===== config.mk =====
export PLATFORM = sky130hd
export DESIGN_NAME = mecanum_odometry_integrator_flat
export DESIGN_NICKNAME = d
export VERILOG_FILES = /design/src/hw/rtl/mecodo_pkg.sv /design/src/hw/rtl/mecodo_if.sv /design/src/hw/rtl/mecanum_odometry_integrator.sv /design/src/hw/rtl/mecodo_mul.sv /design/src/hw/rtl/mecodo_cordic.sv /design/src/flat_wrapper.sv
export VERILOG_INCLUDE_DIRS = /design/src /design/src/hw/rtl
export SDC_FILE = /design/constraint.sdc
export NUM_CORES = 2
export LEC_CHECK = 0
export BUFFER_PORTS_ARGS = -buffer_cell sky130_fd_sc_hd__buf_2
export CORE_ASPECT_RATIO = 1.25
export CORE_MARGIN = 2
export CORE_UTILIZATION = 39
export CTS_BUF_LIST = sky130_fd_sc_hd__clkbuf_8
export CTS_CLUSTER_SIZE = 24
export DETAILED_ROUTE_END_ITERATION = 10
export GPL_TIMING_DRIVEN = 0
export PLACE_DENSITY = 0.6
export SLEW_MARGIN = 10
export SYNTH_ARGS = -nofsm -noshare
export SYNTH_HDL_FRONTEND = slang
export SYNTH_SLANG_ARGS = --single-unit
export TNS_END_PERCENT = 1

===== constraint.sdc =====
create_clock -name clk -period 20.3 [get_ports clk]
set_clock_uncertainty 0.2 [all_clocks]
set_input_delay 2.03 -clock clk [delete_from_list [all_inputs] [get_ports clk]]
set_output_delay 2.03 -clock clk [all_outputs]
set_load 0.03 [all_outputs]

===== src/hw/rtl/mecanum_odometry_integrator_assert.svh =====
// Assertion macros for the mecanum odometry integrator.
`ifndef MECANUM_ODOMETRY_INTEGRATOR_ASSERT_SVH
`define MECANUM_ODOMETRY_INTEGRATOR_ASSERT_SVH
`ifndef NO_ASSERTIONS
`define MECODO_CHECK(label, cond, msg) \
  label: assert property (@(posedge clk) disable iff (!rst_n) (cond)) else $error(msg);
`define MECODO_CHECK_IMP(label, pre, post, msg) \
  label: assert property (@(posedge clk) disable iff (!rst_n) (pre) |-> (post)) \
    else $error(msg);
`define MECODO_CHECK_NXT(label, pre, post, msg) \
  label: assert property (@(posedge clk) disable iff (!rst_n) (pre) |=> (post)) \
    else $error(msg);
`else
`define MECODO_CHECK(label, cond, msg)
`define MECODO_CHECK_IMP(label, pre, post, msg)
`define MECODO_CHECK_NXT(label, pre, post, msg)
`endif
`endif


===== src/hw/rtl/mecodo_pkg.sv =====
// Shared types, constants and tables of the mecanum odometry integrator.
package mecodo_pkg;

  localparam int CountW = 32;
  localparam int PoseW = 32;
  localparam int HeadW = 31;
  localparam int AngW = 32;
  localparam int RotW = 34;
  localparam int MulAW = 32;
  localparam int MulBW = 32;
  localparam int ProdW = MulAW + MulBW;
  localparam int CfgW = 32;
  localparam int PaddrW = 3;
  localparam int CordicStepsDef = 24;

  localparam logic [CfgW-1:0] MptReset = 32'd0;
  localparam logic [CfgW-1:0] IrrReset = 32'd16777216;
  localparam logic [MulBW-1:0] InvGainQ32 = 32'd2608131496;
  localparam logic signed [AngW-1:0] PiQ28 = 32'sd843314857;
  localparam logic signed [AngW-1:0] HalfPiQ28 = 32'sd421657428;
  localparam logic signed [AngW-1:0] TwoPiQ28 = 32'sd1686629713;

  typedef enum logic {
    OP_UPDATE = 1'b0,
    OP_CLEAR  = 1'b1
  } op_t;

  typedef enum logic {
    REG_MPT = 1'b0,
    REG_IRR = 1'b1
  } reg_idx_t;

  typedef enum logic [3:0] {
    ST_IDLE,
    ST_MUL_WHEEL,
    ST_MUL_TURN,
    ST_MUL_FWD,
    ST_MUL_RGT,
    ST_ROT_START,
    ST_ROT,
    ST_UPDATE,
    ST_FINISH
  } seq_state_t;

  typedef struct packed {
    logic busy;
    logic done;
  } unit_stat_t;

  // Arctangent of 2^-i in Q3.28 radians.
  function automatic logic [AngW-1:0] atan_q28(input logic [4:0] idx);
    logic [AngW-1:0] v;
    case (idx)
      5'd0:  v = 32'd210828714;
      5'd1:  v = 32'd124459457;
      5'd2:  v = 32'd65760959;
      5'd3:  v = 32'd33381290;
      5'd4:  v = 32'd16755422;
      5'd5:  v = 32'd8385879;
      5'd6:  v = 32'd4193963;
      5'd7:  v = 32'd2097109;
      5'd8:  v = 32'd1048571;
      5'd9:  v = 32'd524287;
      5'd10: v = 32'd262144;
      5'd11: v = 32'd131072;
      5'd12: v = 32'd65536;
      5'd13: v = 32'd32768;
      5'd14: v = 32'd16384;
      5'd15: v = 32'd8192;
      5'd16: v = 32'd4096;
      5'd17: v = 32'd2048;
      5'd18: v = 32'd1024;
      5'd19: v = 32'd512;
      5'd20: v = 32'd256;
      5'd21: v = 32'd128;
      5'd22: v = 32'd64;
      5'd23: v = 32'd32;
      5'd24: v = 32'd16;
      5'd25: v = 32'd8;
      5'd26: v = 32'd4;
      5'd27: v = 32'd2;
      5'd28: v = 32'd1;
      default: v = 32'd0;
    endcase
    return v;
  endfunction

endpackage


===== src/hw/rtl/mecodo_if.sv =====
// Input and result channel interfaces of the mecanum odometry integrator.
interface mecodo_in_if import mecodo_pkg::*; ();
  logic valid;
  logic ready;
  logic operation;
  logic signed [CountW-1:0] front_left_count;
  logic signed [CountW-1:0] front_right_count;
  logic signed [CountW-1:0] rear_left_count;
  logic signed [CountW-1:0] rear_right_count;

  modport source (output valid, operation, front_left_count, front_right_count,
                  rear_left_count, rear_right_count, input ready);
  modport sink (input valid, operation, front_left_count, front_right_count,
                rear_left_count, rear_right_count, output ready);
endinterface

interface mecodo_out_if import mecodo_pkg::*; ();
  logic valid;
  logic ready;
  logic signed [PoseW-1:0] position_x;
  logic signed [PoseW-1:0] position_y;
  logic signed [HeadW-1:0] heading;
  logic primed;

  modport source (output valid, position_x, position_y, heading, primed, input ready);
  modport sink (input valid, position_x, position_y, heading, primed, output ready);
endinterface


===== src/hw/rtl/mecanum_odometry_integrator.sv =====
// Mecanum wheel odometry integrator: encoder counts in, fixed-point pose out.
// One beat in gives one beat out. A clear or a priming beat skips the products
// and the rotation and goes straight to the output stage. An update runs a
// single bit-serial multiplier through seven products in turn (four wheel
// scalings, the turn angle and the two gain corrections), then the CORDIC unit
// rotates one step per cycle. Input is taken only while the sequencer is idle;
// a finished pose waits in the output register while the next beat is taken.
// Position is Q16.16 metres, heading Q2.28 radians kept within plus or minus pi.
`include "mecanum_odometry_integrator_assert.svh"
module mecanum_odometry_integrator import mecodo_pkg::*; #(
  parameter int CORDIC_STEPS = CordicStepsDef
) (
  input  logic              clk,
  input  logic              rst_n,
  mecodo_in_if.sink         in_ch,
  mecodo_out_if.source      out_ch,
  input  logic              psel,
  input  logic              penable,
  input  logic              pwrite,
  input  logic [PaddrW-1:0] paddr,
  input  logic [CfgW-1:0]   pwdata,
  output logic [CfgW-1:0]   prdata,
  output logic              pready
);

  seq_state_t state_r, state_nxt;

  logic [CfgW-1:0] mpt_r, mpt_nxt, irr_r, irr_nxt;
  logic signed [CountW-1:0] prev_r [4];
  logic signed [CountW-1:0] prev_nxt [4];
  logic primed_r, primed_nxt;
  logic signed [PoseW-1:0] pose_x_r, pose_x_nxt, pose_y_r, pose_y_nxt;
  logic signed [HeadW-1:0] heading_r, heading_nxt;
  logic out_valid_r, out_valid_nxt;
  logic issued_r, issued_nxt;
  logic [1:0] widx_r, widx_nxt;

  logic signed [CountW-1:0] delta_r [4];
  logic signed [CountW-1:0] delta_nxt [4];
  logic signed [PoseW-1:0] d_r [4];
  logic signed [PoseW-1:0] d_nxt [4];
  logic signed [AngW-1:0] dth_r, dth_nxt;
  logic signed [PoseW-1:0] x_r, x_nxt, y_r, y_nxt;
  logic signed [PoseW-1:0] ox_r, ox_nxt, oy_r, oy_nxt;
  logic signed [HeadW-1:0] oh_r, oh_nxt;
  logic oprim_r, oprim_nxt;

  logic in_accept, out_accept, cfg_write, in_clear, slot_free, in_mul_state;
  logic signed [CountW-1:0] in_counts [4];

  logic mul_start;
  logic signed [MulAW-1:0] mul_a;
  logic [MulBW-1:0] mul_b;
  unit_stat_t mul_stat;
  logic signed [ProdW-1:0] prod;

  logic rot_start;
  logic signed [RotW-1:0] rot_x_in, rot_y_in, rot_x_out, rot_y_out;
  logic signed [AngW-1:0] rot_z_in, z_mid;
  unit_stat_t rot_stat;

  logic signed [33:0] sum_fwd, sum_rgt, sum_turn;
  logic signed [PoseW-1:0] fwd, rgt, turn, wheel_d;
  logic signed [49:0] dth_wide;
  logic signed [AngW-1:0] dth_sat, h_sum;

  assign in_counts[0] = in_ch.front_left_count;
  assign in_counts[1] = in_ch.front_right_count;
  assign in_counts[2] = in_ch.rear_left_count;
  assign in_counts[3] = in_ch.rear_right_count;

  assign in_accept = in_ch.valid && in_ch.ready;
  assign out_accept = out_ch.valid && out_ch.ready;
  assign in_clear = op_t'(in_ch.operation) == OP_CLEAR;
  assign slot_free = !out_valid_r || out_ch.ready;
  assign cfg_write = psel && penable && pwrite && pready;
  assign in_mul_state = (state_r == ST_MUL_WHEEL) || (state_r == ST_MUL_TURN) ||
                        (state_r == ST_MUL_FWD) || (state_r == ST_MUL_RGT);

  // Next state
  always_comb begin
    state_nxt = state_r;
    case (state_r)
      ST_IDLE: begin
        if (in_accept) begin
          state_nxt = (in_clear || !primed_r) ? ST_FINISH : ST_MUL_WHEEL;
        end
      end
      ST_MUL_WHEEL: if (mul_stat.done && widx_r == 2'd3) state_nxt = ST_MUL_TURN;
      ST_MUL_TURN:  if (mul_stat.done) state_nxt = ST_MUL_FWD;
      ST_MUL_FWD:   if (mul_stat.done) state_nxt = ST_MUL_RGT;
      ST_MUL_RGT:   if (mul_stat.done) state_nxt = ST_ROT_START;
      ST_ROT_START: state_nxt = ST_ROT;
      ST_ROT:       if (rot_stat.done) state_nxt = ST_UPDATE;
      ST_UPDATE:    state_nxt = ST_FINISH;
      ST_FINISH:    if (slot_free) state_nxt = ST_IDLE;
      default:      state_nxt = ST_IDLE;
    endcase
  end

  // Combine the scaled wheel travels; derive wheel travel and turn angle from the product
  always_comb begin
    sum_fwd = 34'(d_r[0]) + 34'(d_r[1]) + 34'(d_r[2]) + 34'(d_r[3]);
    sum_rgt = 34'(d_r[0]) - 34'(d_r[1]) - 34'(d_r[2]) + 34'(d_r[3]);
    sum_turn = 34'(d_r[0]) - 34'(d_r[1]) + 34'(d_r[2]) - 34'(d_r[3]);
    fwd = sum_fwd[33:2];
    rgt = sum_rgt[33:2];
    if (sum_turn > 34'sh0_7FFF_FFFF) begin
      turn = 32'sh7FFF_FFFF;
    end else if (sum_turn < -34'sh0_8000_0000) begin
      turn = 32'sh8000_0000;
    end else begin
      turn = sum_turn[31:0];
    end
    // wheel travel: product floored by 2^16, saturated to 32 bits
    if (prod[63:47] == '0 || prod[63:47] == '1) begin
      wheel_d = prod[47:16];
    end else begin
      wheel_d = prod[63] ? 32'sh8000_0000 : 32'sh7FFF_FFFF;
    end
    dth_wide = prod[63:14];
    if (dth_wide > PiQ28) begin
      dth_sat = PiQ28;
    end else if (dth_wide < -PiQ28) begin
      dth_sat = -PiQ28;
    end else begin
      dth_sat = dth_wide[31:0];
    end
  end

  // Multiplier operand selection and CORDIC set-up
  always_comb begin
    mul_start = in_mul_state && !issued_r;
    case (state_r)
      ST_MUL_TURN: begin
        mul_a = turn;
        mul_b = irr_r;
      end
      ST_MUL_FWD: begin
        mul_a = fwd;
        mul_b = InvGainQ32;
      end
      ST_MUL_RGT: begin
        mul_a = rgt;
        mul_b = InvGainQ32;
      end
      default: begin
        mul_a = delta_r[widx_r];
        mul_b = mpt_r;
      end
    endcase
    z_mid = AngW'(heading_r) + (dth_r >>> 1);
    rot_start = state_r == ST_ROT_START;
    rot_x_in = RotW'(x_r);
    rot_y_in = RotW'(y_r);
    rot_z_in = z_mid;
    // fold into the right half plane
    if (z_mid > HalfPiQ28) begin
      rot_z_in = z_mid - PiQ28;
      rot_x_in = -RotW'(x_r);
      rot_y_in = -RotW'(y_r);
    end else if (z_mid < -HalfPiQ28) begin
      rot_z_in = z_mid + PiQ28;
      rot_x_in = -RotW'(x_r);
      rot_y_in = -RotW'(y_r);
    end
    h_sum = AngW'(heading_r) + dth_r;
  end

  // Register next values
  always_comb begin
    mpt_nxt = mpt_r;
    irr_nxt = irr_r;
    prev_nxt = prev_r;
    primed_nxt = primed_r;
    pose_x_nxt = pose_x_r;
    pose_y_nxt = pose_y_r;
    heading_nxt = heading_r;
    out_valid_nxt = out_valid_r;
    issued_nxt = issued_r;
    widx_nxt = widx_r;
    delta_nxt = delta_r;
    d_nxt = d_r;
    dth_nxt = dth_r;
    x_nxt = x_r;
    y_nxt = y_r;
    ox_nxt = ox_r;
    oy_nxt = oy_r;
    oh_nxt = oh_r;
    oprim_nxt = oprim_r;

    if (cfg_write) begin
      case (reg_idx_t'(paddr[2]))
        REG_MPT: mpt_nxt = pwdata;
        REG_IRR: irr_nxt = pwdata;
        default: mpt_nxt = mpt_r;
      endcase
    end

    if (in_accept) begin
      widx_nxt = '0;
      if (in_clear) begin
        for (int i = 0; i < 4; i++) prev_nxt[i] = '0;
        primed_nxt = 1'b0;
        pose_x_nxt = '0;
        pose_y_nxt = '0;
        heading_nxt = '0;
      end else begin
        for (int i = 0; i < 4; i++) begin
          delta_nxt[i] = in_counts[i] - prev_r[i];
          prev_nxt[i] = in_counts[i];
        end
        primed_nxt = 1'b1;
      end
    end

    if (mul_start) begin
      issued_nxt = 1'b1;
    end else if (mul_stat.done) begin
      issued_nxt = 1'b0;
    end

    if (mul_stat.done) begin
      case (state_r)
        ST_MUL_WHEEL: begin
          d_nxt[widx_r] = wheel_d;
          widx_nxt = widx_r + 1'b1;
        end
        ST_MUL_TURN: dth_nxt = dth_sat;
        ST_MUL_FWD:  x_nxt = prod[63:32];
        ST_MUL_RGT:  y_nxt = prod[63:32];
        default:     dth_nxt = dth_r;
      endcase
    end

    if (state_r == ST_UPDATE) begin
      pose_x_nxt = pose_x_r + rot_x_out[PoseW-1:0];
      pose_y_nxt = pose_y_r + rot_y_out[PoseW-1:0];
      if (h_sum > PiQ28) begin
        heading_nxt = HeadW'(h_sum - TwoPiQ28);
      end else if (h_sum < -PiQ28) begin
        heading_nxt = HeadW'(h_sum + TwoPiQ28);
      end else begin
        heading_nxt = HeadW'(h_sum);
      end
    end

    if (out_accept) begin
      out_valid_nxt = 1'b0;
    end
    if (state_r == ST_FINISH && slot_free) begin
      out_valid_nxt = 1'b1;
      ox_nxt = pose_x_r;
      oy_nxt = pose_y_r;
      oh_nxt = heading_r;
      oprim_nxt = primed_r;
    end
  end

  always_ff @(posedge clk) begin
    if (!rst_n) begin
      state_r <= ST_IDLE;
      mpt_r <= MptReset;
      irr_r <= IrrReset;
      for (int i = 0; i < 4; i++) prev_r[i] <= '0;
      primed_r <= 1'b0;
      pose_x_r <= '0;
      pose_y_r <= '0;
      heading_r <= '0;
      out_valid_r <= 1'b0;
      issued_r <= 1'b0;
      widx_r <= '0;
    end else begin
      state_r <= state_nxt;
      mpt_r <= mpt_nxt;
      irr_r <= irr_nxt;
      prev_r <= prev_nxt;
      primed_r <= primed_nxt;
      pose_x_r <= pose_x_nxt;
      pose_y_r <= pose_y_nxt;
      heading_r <= heading_nxt;
      out_valid_r <= out_valid_nxt;
      issued_r <= issued_nxt;
      widx_r <= widx_nxt;
    end
  end

  always_ff @(posedge clk) begin
    delta_r <= delta_nxt;
    d_r <= d_nxt;
    dth_r <= dth_nxt;
    x_r <= x_nxt;
    y_r <= y_nxt;
    ox_r <= ox_nxt;
    oy_r <= oy_nxt;
    oh_r <= oh_nxt;
    oprim_r <= oprim_nxt;
  end

  mecodo_mul u_mul (
    .clk     (clk),
    .rst_n   (rst_n),
    .start   (mul_start),
    .mcand   (mul_a),
    .mplier  (mul_b),
    .stat    (mul_stat),
    .product (prod)
  );

  mecodo_cordic #(
    .CORDIC_STEPS (CORDIC_STEPS)
  ) u_cordic (
    .clk   (clk),
    .rst_n (rst_n),
    .start (rot_start),
    .x_in  (rot_x_in),
    .y_in  (rot_y_in),
    .z_in  (rot_z_in),
    .stat  (rot_stat),
    .x_out (rot_x_out),
    .y_out (rot_y_out)
  );

  assign in_ch.ready = state_r == ST_IDLE;
  assign out_ch.valid = out_valid_r;
  assign out_ch.position_x = ox_r;
  assign out_ch.position_y = oy_r;
  assign out_ch.heading = oh_r;
  // hold the primed flag with the pose it belongs to
  assign out_ch.primed = oprim_r;
  assign pready = 1'b1;
  assign prdata = (reg_idx_t'(paddr[2]) == REG_IRR) ? irr_r : mpt_r;

  `MECODO_CHECK(a_heading_range, (heading_r <= PiQ28) && (heading_r >= -PiQ28), "heading out of range")
  `MECODO_CHECK_IMP(a_mul_start_free, mul_start, !mul_stat.busy, "multiplier restarted while busy")
  `MECODO_CHECK_NXT(a_clear_unprimes, in_accept && in_clear, !primed_r, "clear left primed set")
  `MECODO_CHECK_IMP(a_rot_done_state, rot_stat.done, state_r == ST_ROT, "stray rotation done")

endmodule


===== src/hw/rtl/mecodo_mul.sv =====
// Bit-serial signed by unsigned shift-add multiplier, one multiplier bit per cycle.
module mecodo_mul import mecodo_pkg::*; (
  input  logic                    clk,
  input  logic                    rst_n,
  input  logic                    start,
  input  logic signed [MulAW-1:0] mcand,
  input  logic [MulBW-1:0]        mplier,
  output unit_stat_t              stat,
  output logic signed [ProdW-1:0] product
);

  localparam int CntW = $clog2(MulBW);

  logic [CntW-1:0] cnt_r, cnt_nxt;
  logic busy_r, busy_nxt;
  logic done_r, done_nxt;
  logic [MulAW:0] hi_r, hi_nxt;
  logic [MulBW-1:0] lo_r, lo_nxt;
  logic [MulAW-1:0] a_r, a_nxt;
  logic [MulAW+1:0] sum;
  logic [MulAW+MulBW:0] full;

  always_comb begin
    sum = {hi_r[MulAW], hi_r} + (lo_r[0] ? {{2{a_r[MulAW-1]}}, a_r} : '0);
    cnt_nxt = cnt_r;
    busy_nxt = busy_r;
    done_nxt = 1'b0;
    hi_nxt = hi_r;
    lo_nxt = lo_r;
    a_nxt = a_r;
    if (start) begin
      busy_nxt = 1'b1;
      cnt_nxt = '0;
      hi_nxt = '0;
      lo_nxt = mplier;
      a_nxt = mcand;
    end else if (busy_r) begin
      // add the partial product, then shift the pair right by one bit
      hi_nxt = sum[MulAW+1:1];
      lo_nxt = {sum[0], lo_r[MulBW-1:1]};
      cnt_nxt = cnt_r + 1'b1;
      if (cnt_r == CntW'(MulBW - 1)) begin
        busy_nxt = 1'b0;
        done_nxt = 1'b1;
      end
    end
  end

  always_ff @(posedge clk) begin
    if (!rst_n) begin
      cnt_r <= '0;
      busy_r <= 1'b0;
      done_r <= 1'b0;
    end else begin
      cnt_r <= cnt_nxt;
      busy_r <= busy_nxt;
      done_r <= done_nxt;
    end
  end

  always_ff @(posedge clk) begin
    hi_r <= hi_nxt;
    lo_r <= lo_nxt;
    a_r <= a_nxt;
  end

  assign full = {hi_r, lo_r};
  assign product = signed'(full[ProdW-1:0]);
  assign stat.busy = busy_r;
  assign stat.done = done_r;

endmodule


===== src/hw/rtl/mecodo_cordic.sv =====
// Iterative rotation-mode CORDIC, one micro-rotation per cycle.
module mecodo_cordic import mecodo_pkg::*; #(
  parameter int CORDIC_STEPS = CordicStepsDef
) (
  input  logic                   clk,
  input  logic                   rst_n,
  input  logic                   start,
  input  logic signed [RotW-1:0] x_in,
  input  logic signed [RotW-1:0] y_in,
  input  logic signed [AngW-1:0] z_in,
  output unit_stat_t             stat,
  output logic signed [RotW-1:0] x_out,
  output logic signed [RotW-1:0] y_out
);

  localparam int SW = $clog2(CORDIC_STEPS);

  logic [SW-1:0] step_r, step_nxt;
  logic busy_r, busy_nxt;
  logic done_r, done_nxt;
  logic signed [RotW-1:0] x_r, x_nxt, y_r, y_nxt, xs, ys;
  logic signed [AngW-1:0] z_r, z_nxt, at;

  always_comb begin
    xs = x_r >>> step_r;
    ys = y_r >>> step_r;
    at = signed'(atan_q28(5'(step_r)));
    step_nxt = step_r;
    busy_nxt = busy_r;
    done_nxt = 1'b0;
    x_nxt = x_r;
    y_nxt = y_r;
    z_nxt = z_r;
    if (start) begin
      busy_nxt = 1'b1;
      step_nxt = '0;
      x_nxt = x_in;
      y_nxt = y_in;
      z_nxt = z_in;
    end else if (busy_r) begin
      // rotate towards zero residual angle
      if (!z_r[AngW-1]) begin
        x_nxt = x_r - ys;
        y_nxt = y_r + xs;
        z_nxt = z_r - at;
      end else begin
        x_nxt = x_r + ys;
        y_nxt = y_r - xs;
        z_nxt = z_r + at;
      end
      step_nxt = step_r + 1'b1;
      if (step_r == SW'(CORDIC_STEPS - 1)) begin
        busy_nxt = 1'b0;
        done_nxt = 1'b1;
      end
    end
  end

  always_ff @(posedge clk) begin
    if (!rst_n) begin
      step_r <= '0;
      busy_r <= 1'b0;
      done_r <= 1'b0;
    end else begin
      step_r <= step_nxt;
      busy_r <= busy_nxt;
      done_r <= done_nxt;
    end
  end

  always_ff @(posedge clk) begin
    x_r <= x_nxt;
    y_r <= y_nxt;
    z_r <= z_nxt;
  end

  assign x_out = x_r;
  assign y_out = y_r;
  assign stat.busy = busy_r;
  assign stat.done = done_r;

endmodule

===== src/flat_wrapper.sv =====
// flat-port wrapper written by rule: the top's interface ports become plain ports
module mecanum_odometry_integrator_flat import mecodo_pkg::*;
#(
  parameter int CORDIC_STEPS = CordicStepsDef
)
  (clk, rst_n, psel, penable, pwrite, paddr, pwdata, prdata, pready, in_ch_valid, in_ch_operation, in_ch_front_left_count, in_ch_front_right_count, in_ch_rear_left_count, in_ch_rear_right_count, in_ch_ready, out_ch_valid, out_ch_position_x, out_ch_position_y, out_ch_heading, out_ch_primed, out_ch_ready);
  mecodo_in_if in_ch_i ();
  mecodo_out_if out_ch_i ();
  input  logic clk;
  input  logic rst_n;
  input  logic psel;
  input  logic penable;
  input  logic pwrite;
  input  logic [PaddrW-1:0] paddr;
  input  logic [CfgW-1:0] pwdata;
  output logic [CfgW-1:0] prdata;
  output logic pready;
  input wire logic [$bits(in_ch_i.valid)-1:0] in_ch_valid;
  input wire logic [$bits(in_ch_i.operation)-1:0] in_ch_operation;
  input wire logic [$bits(in_ch_i.front_left_count)-1:0] in_ch_front_left_count;
  input wire logic [$bits(in_ch_i.front_right_count)-1:0] in_ch_front_right_count;
  input wire logic [$bits(in_ch_i.rear_left_count)-1:0] in_ch_rear_left_count;
  input wire logic [$bits(in_ch_i.rear_right_count)-1:0] in_ch_rear_right_count;
  output wire logic [$bits(in_ch_i.ready)-1:0] in_ch_ready;
  output wire logic [$bits(out_ch_i.valid)-1:0] out_ch_valid;
  output wire logic [$bits(out_ch_i.position_x)-1:0] out_ch_position_x;
  output wire logic [$bits(out_ch_i.position_y)-1:0] out_ch_position_y;
  output wire logic [$bits(out_ch_i.heading)-1:0] out_ch_heading;
  output wire logic [$bits(out_ch_i.primed)-1:0] out_ch_primed;
  input wire logic [$bits(out_ch_i.ready)-1:0] out_ch_ready;
  assign in_ch_i.valid = in_ch_valid;
  assign in_ch_i.operation = in_ch_operation;
  assign in_ch_i.front_left_count = in_ch_front_left_count;
  assign in_ch_i.front_right_count = in_ch_front_right_count;
  assign in_ch_i.rear_left_count = in_ch_rear_left_count;
  assign in_ch_i.rear_right_count = in_ch_rear_right_count;
  assign in_ch_ready = in_ch_i.ready;
  assign out_ch_valid = out_ch_i.valid;
  assign out_ch_position_x = out_ch_i.position_x;
  assign out_ch_position_y = out_ch_i.position_y;
  assign out_ch_heading = out_ch_i.heading;
  assign out_ch_primed = out_ch_i.primed;
  assign out_ch_i.ready = out_ch_ready;
  mecanum_odometry_integrator #(.CORDIC_STEPS(CORDIC_STEPS)) u_core (.clk(clk), .rst_n(rst_n), .in_ch(in_ch_i), .out_ch(out_ch_i), .psel(psel), .penable(penable), .pwrite(pwrite), .paddr(paddr), .pwdata(pwdata), .prdata(prdata), .pready(pready));
endmodule

## After elaboration in Yosys (flattened, before gate mapping)

Memory sizes are Yosys's and may differ from the RTL's. A register that Yosys moved wholly into a read port is not among the register bits.
Index checks and enable logic that the tools add are counted.

- Add/sub/neg operators: 32
- Magnitude comparators: 10
- Eq/ne operators: 19
- Shift-type cells: 2
- Multiplexer cells: 69
- Bitwise gates (word level): 6
- Reduce and logical (&&, ||, !) cells: 40

Operators by type and width:

| cell | number |
|---|---|
| 2-to-1 mux 32 bit | 20 |
| 2-to-1 mux 34 bit | 11 |
| subtractor 32 bit | 5 |
| 2-to-1 mux 31 bit | 5 |
| bitwise mux 128 bit | 1 |
| 2-to-1 mux 128 bit | 1 |
| adder 34 bit | 3 |
| adder 32 bit | 3 |
| case mux 32 bit (3 select lines) | 1 |
| adder 33 x 32 -> 34 bit | 2 |
| adder 34 x 32 -> 34 bit | 2 |
| negation 32 -> 34 bit | 2 |
| >>> shifter 34 x 5 -> 34 bit | 2 |
| subtractor 34 bit | 2 |
| binary-select mux 32 bit (select 2 bit) | 1 |
| demux 32 bit (select 2 bit) | 1 |
| case mux 32 bit (2 select lines) | 1 |
| greater-than comparator 50 x 31 -> 1 bit (second input constant) | 1 |
| < comparator 50 x 31 -> 1 bit (second input constant) | 1 |
| case mux 4 bit (9 select lines) | 1 |
| greater-than comparator 34 x 32 -> 1 bit (second input constant) | 1 |
| < comparator 34 x 32 -> 1 bit (second input constant) | 1 |
| subtractor 33 x 32 -> 34 bit | 1 |
| subtractor 34 x 32 -> 34 bit | 1 |
| 41 further kinds | 108 |

- Bits in registers: 955
- ROM bits: 896
- Output and inout bits: 131
- Word-level logic and storage cells: 221
- Memories kept: 1

Memories:

| name | depth | bits a word | rd ports | clocked after Yosys merged registers in | write ports | line | text |
|---|---|---|---|---|---|---|---|
| (name not given) | 32 | 28 | 1 | 1 | 0 | mecodo_pkg.sv:53 | `case (idx)` |

## Depth between registers and ports, before layout

- Depth in word-level cells: 7
- Gate-level depth with buffers: 31
- Mapped depth without buffers: 30

## Hierarchy

A second synthesis with hierarchy kept.

- Cell total of the unflattened synthesis: 8395
- Area total of the unflattened synthesis: 77539.4 sq um

Modules (own cells, without submodules):

| module | instances | cells an instance | area an instance (sq um) | sequential area each (sq um) |
|---|---|---|---|---|
| mecanum_odometry_integrator | 1 | 5802 | 54390.9 | 19378.6 |
| mecodo_cordic | 1 | 1991 | 16917.5 | 3703.6 |
| mecodo_mul | 1 | 602 | 6231.0 | 2722.6 |

## Least setup slack after synthesis

Ideal clock, no wire load.

- Path type: input to register
- Start: input in_ch_valid
- End: register u_core.delta_r[0] in the netlist's numbering, enable pin
- Arrival time: 7.912 ns
- Required time: 19.483 ns
- Path slack: 11.571 ns
- Stages on the path: 4
- Buffers on the path: 2
- Cell sequence: nand2_1 clkbuf_1 clkbuf_1 nor2_1

- Longest elaborated chain between the ends: 2

Ends and longest elaborated chain:

| what | line | text |
|---|---|---|
| start: declaration | flat_wrapper.sv:18 | `input wire logic [$bits(in_ch_i.valid)-1:0] in_ch_valid;` |
| logical AND 1 bit | mecanum_odometry_integrator.sv:72 | `assign in_accept = in_ch.valid && in_ch.ready;` |
| AND reduction 2 bit (no line) | n/a |  |
| end signal: assignment | mecanum_odometry_integrator.sv:289 | `delta_r <= delta_nxt;` |
| end: declaration | mecanum_odometry_integrator.sv:38 | `logic signed [CountW-1:0] delta_r [4];` |

No other way between the ends.
A chain may end at the register's enable or synchronous reset.

## Final worst setup path

- Start: register u_core.d_r[96] in the netlist's numbering
- End: register u_core.u_mul.a_r[19], data pin

- Longest elaborated chain between the ends: 7
- Elaborated cells between the ends (all ways): 13
- Those cells by class: 8 x add/sub; 2 x order compare; 3 x mux

Ends and longest elaborated chain:

| what | line | text |
|---|---|---|
| start: declaration | mecanum_odometry_integrator.sv:40 | `logic signed [PoseW-1:0] d_r [4];` |
| start signal: assignment | mecanum_odometry_integrator.sv:290 | `d_r <= d_nxt;` |
| subtractor 32 x 32 -> 33 bit | mecanum_odometry_integrator.sv:104, mecanum_odometry_integrator.sv:105 |  |
| adder 33 x 32 -> 34 bit | mecanum_odometry_integrator.sv:105 | `sum_turn = 34'(d_r[0]) - 34'(d_r[1]) + 34'(d_r[2]) - 34'(d_r[3]);` |
| subtractor 34 x 32 -> 34 bit | mecanum_odometry_integrator.sv:105 |  |
| < comparator 34 x 32 -> 1 bit | mecanum_odometry_integrator.sv:110 | `end else if (sum_turn < -34'sh0_8000_0000) begin` |
| 2-to-1 mux 32 bit | mecanum_odometry_integrator.sv:110 |  |
| 2-to-1 mux 32 bit | mecanum_odometry_integrator.sv:108 | `if (sum_turn > 34'sh0_7FFF_FFFF) begin` |
| case mux 32 bit (3 select lines) * | mecanum_odometry_integrator.sv:134 | `case (state_r)` |
| named net u_core.mul_a[19] | mecanum_odometry_integrator.sv:52 | `logic signed [MulAW-1:0] mul_a;` |
| end signal: assignment | mecodo_mul.sv:64 | `a_r <= a_nxt;` |
| end: declaration | mecodo_mul.sv:19 | `logic [MulAW-1:0] a_r, a_nxt;` |

The timed path passes the listed nets; every way through them passes the cells marked *.

==> impl_metrics.toml <==
[logic_synthesis]
ys_ff_latch = 983
async_flop_share = 0
syn_area_per_cell_um2 = 9.418
ys_types = 118
synth.yosys.seq_area_share = 0.3434
synth_nets = 8827
synth_ff_type = "edfxtp_1"
synthCells = 7979
yosys_warnings = 0
syn-cell-area_um2 = 75150
synth-edff-count = 612

[global_route]
grt_antenna_before_repair = 22
grt_pass1_vias = 63293
grt_overflow = 0
track_usage = 0.2789
grt_pass1_wl_mm = 409.4
grt_start_max_net_pins = 60

[timing]
rsz0062_at_grt = "false"
setup_tns_ps = 0
period_needed_ps = 9690
clock.fmax_ghz = 0.1032
worstMarginPinSlew_ps = 1410
final_hold_viol_count = 0
slew_viol_final = 0
setup_viol = 0
maxSlewHeadroom = 0.05975
min_period_over_period = 0.4773

[setup_path]
worst_setup_path_end_kind = "flip-flop"
cp_max_fo = 10
cp_slowest_stage_delay_ps = 1220
rrSetupSlack_ps = 10610
critPathRequiredTime_ps = 20740
critical_path_arrival_ps = 10130
crit_type = "flip-flop to flip-flop"
slowest_stage = "a2111oi_0"
cp-start-kind = "flip-flop"

[cells_and_area]
nets = 9314
drive_above_1_share = 0.1112
areaGrowthSynthToFinish_pct = 11.65
fin_cells = 11173

[floorplanning]
die_w_um = 396.6
core_um2 = 191900
pin_count = 302
dieArea_um2 = 196200
chipHeight_um = 494.8
fp-row-count = 180
initial_core_util = 0.3916

[cts]
clock_latency_ps = 1010
cts_buffers = 171
cts_setup_buffers = 0
clockBufferDepth = 3
htree_levels = 4
cts_tree = "yes"
ctsHoldBuffers = 0
root_buffer = "clkbuf_8"
post_cts_resized = 0
clock-sinks = 983
cts.clk_slew.worst_paths_ps = 60

[place]
dp.cells = 10841
dp_hpwl_mm = 225.0
routabilityCongestion = 1.053
portBuffers = 295

[routing]
drt_first_pass_iters = 6
drt_wl_total_mm = 280.9
vias_per_cell = 5.871
ant_nets = 0
drt_iter0_drc = 5877
vias = 65599
wire_per_inst_um = 25.14
drcViolationCount = 0

[power]
power_density_nw_per_um2 = 62.35
power_leakage_nw = 32.46
vdd_ir_drop_max_mv = 0.06726

[hold_path]
hold_class = "flip-flop to flip-flop"

[run_status]
status = "finished, final reports clean"

[job]
max_cap_violations = 0
power by group:
group	total, W	leakage (nW)	internal, W	switching, W
combinational	0.000851	21.8	0.000310	0.000542
sequential	0.00243	8.60	0.00230	0.000133
clock	0.00195	2.02	0.000986	0.000960
kinds of logic (layout without fill, tap and decap cells):
family | Yosys count | in the layout | share of synthesized area
AO/OA/AOI/OAI | 2285 | 2285 | 0.2024
buffers and inverters | 715 | 1351 | 0.03748
adder cells (fa/ha/maj) | 677 | 677 | 0.1270
XOR/XNOR | 623 | 623 | 0.07261
multiplexers | 259 | 259 | 0.05513
flip-flops | 983 | 983 | 0.3434
AND/OR/NAND/NOR | 2436 | 2436 | 0.1619
other | 1 | 11 | 0.00004990
synth_stat cells, types with 221 or more instances:
| master | count | share of area |
|---|---|---|
| a21o_1 | 221 | 0.022 |
| a21oi_1 | 672 | 0.045 |
| clkbuf_1 | 248 | 0.012 |
| dfxtp_1 | 371 | 0.099 |
| edfxtp_1 | 612 | 0.24 |
| ha_1 | 534 | 0.089 |
| inv_1 | 387 | 0.019 |
| nand2_1 | 623 | 0.031 |
| nor2_1 | 613 | 0.031 |
| nor2b_1 | 248 | 0.021 |
| o21ai_0 | 327 | 0.022 |
| xnor2_1 | 393 | 0.046 |
| xor2_1 | 230 | 0.027 |
area by class of cell:
class / instances / area (µm²)
Fill cell: 18871 / 108000
Multi-Input combinational cell: 6281 / 46570
Sequential cell: 983 / 25800
Tap cell: 2548 / 3188
Clock buffer: 184 / 2532
Timing Repair Buffer: 314 / 1857
Inverter: 390 / 1464
Buffer: 325 / 1361
Clock inverter: 138 / 1097
Antenna cell: 10 / 25.02
worst paths after layout:
kind / endpoint / depth (start not counted) / startpoint
hold / removal: u_core.out_ch.primed / 0 / u_core.primed_r
setup / recovery: u_core.u_mul.a_r[19] / 28 / u_core.d_r[96]
hold reg to reg: u_core.out_ch.primed / 0 / u_core.primed_r
setup reg to reg: u_core.u_mul.a_r[19] / 28 / u_core.d_r[96]
metal layers:
metal | wire (µm) | GRT usage
met5 | 88 | 0
met4 | 20650 | 0.1822
met3 | 19840 | 0.04174
met2 | 128800 | 0.4552
met1 | 111500 | 0.3429
sequential cells by signal, indices dropped and copies added, names as in the netlist, 4 cells and up:
name	cells
u_core.d_r	128
u_core.delta_r	128
u_core.prev_r	128
u_core.u_cordic.x_out	34
u_core.u_cordic.y_out	34
u_core.u_mul.hi_r	33
u_core.dth_r	32
u_core.irr_r	32
u_core.mpt_r	32
u_core.out_ch.position_x	32
u_core.out_ch.position_y	32
u_core.pose_x_r	32
u_core.pose_y_r	32
u_core.u_cordic.z_r	32
u_core.u_mul.a_r	32
u_core.u_mul.lo_r	32
u_core.x_r	32
u_core.y_r	32
u_core.heading_r	31
u_core.out_ch.heading	31
u_core.u_cordic.at	28
u_core.u_cordic.step_r	5
u_core.u_mul.cnt_r	5
u_core.state_r	4
worst max-delay path, delay by kind of cell, from the launching register on:
family,cells,cell delay (ps)
AO/OA/AOI/OAI,12,5170
adder cells (fa/ha/maj),4,1340
flip-flops,1,410
multiplexers,1,170
buffers and inverters,2,540
XOR/XNOR,1,180
AND/OR/NAND/NOR,8,1350
through the flow:
stage / utilization / hold WS (ps) / total power, W / setup WS [ps] / instance area [µm²]
global placement: 0.4159 / 245.3 / 0.003292 / 8324 / 79810
floorplan: - / 223.2 / 0.002968 / 11570 / 75150
CTS: 0.4371 / 260.3 / 0.005257 / 10630 / 83870
global route: 0.4371 / 282.5 / 0.005419 / 10140 / 83880
finish: 0.4372 / 263.1 / 0.005231 / 10610 / 83900
detailed placement: 0.4182 / 243.0 / 0.003311 / 10700 / 80240
layout by cell type, fill, tap and decap left out, types with 117 or more instances in the layout:
master,n
nor2_1,611
buf_2,333
fa_1,143
o21a_1,131
ha_1,534
clkbuf_8,184
mux4_2,117
inv_1,431
edfxtp_1,612
xnor2_1,393
nand2_1,622
xor2_1,230
nor2b_1,247
dfxtp_1,371
nand3_1,124
nor3_1,155
a21o_1,221
clkbuf_1,241
nor3b_1,140
o21ai_0,327
a21oi_1,672
Power figures use the tool's default switching activity.
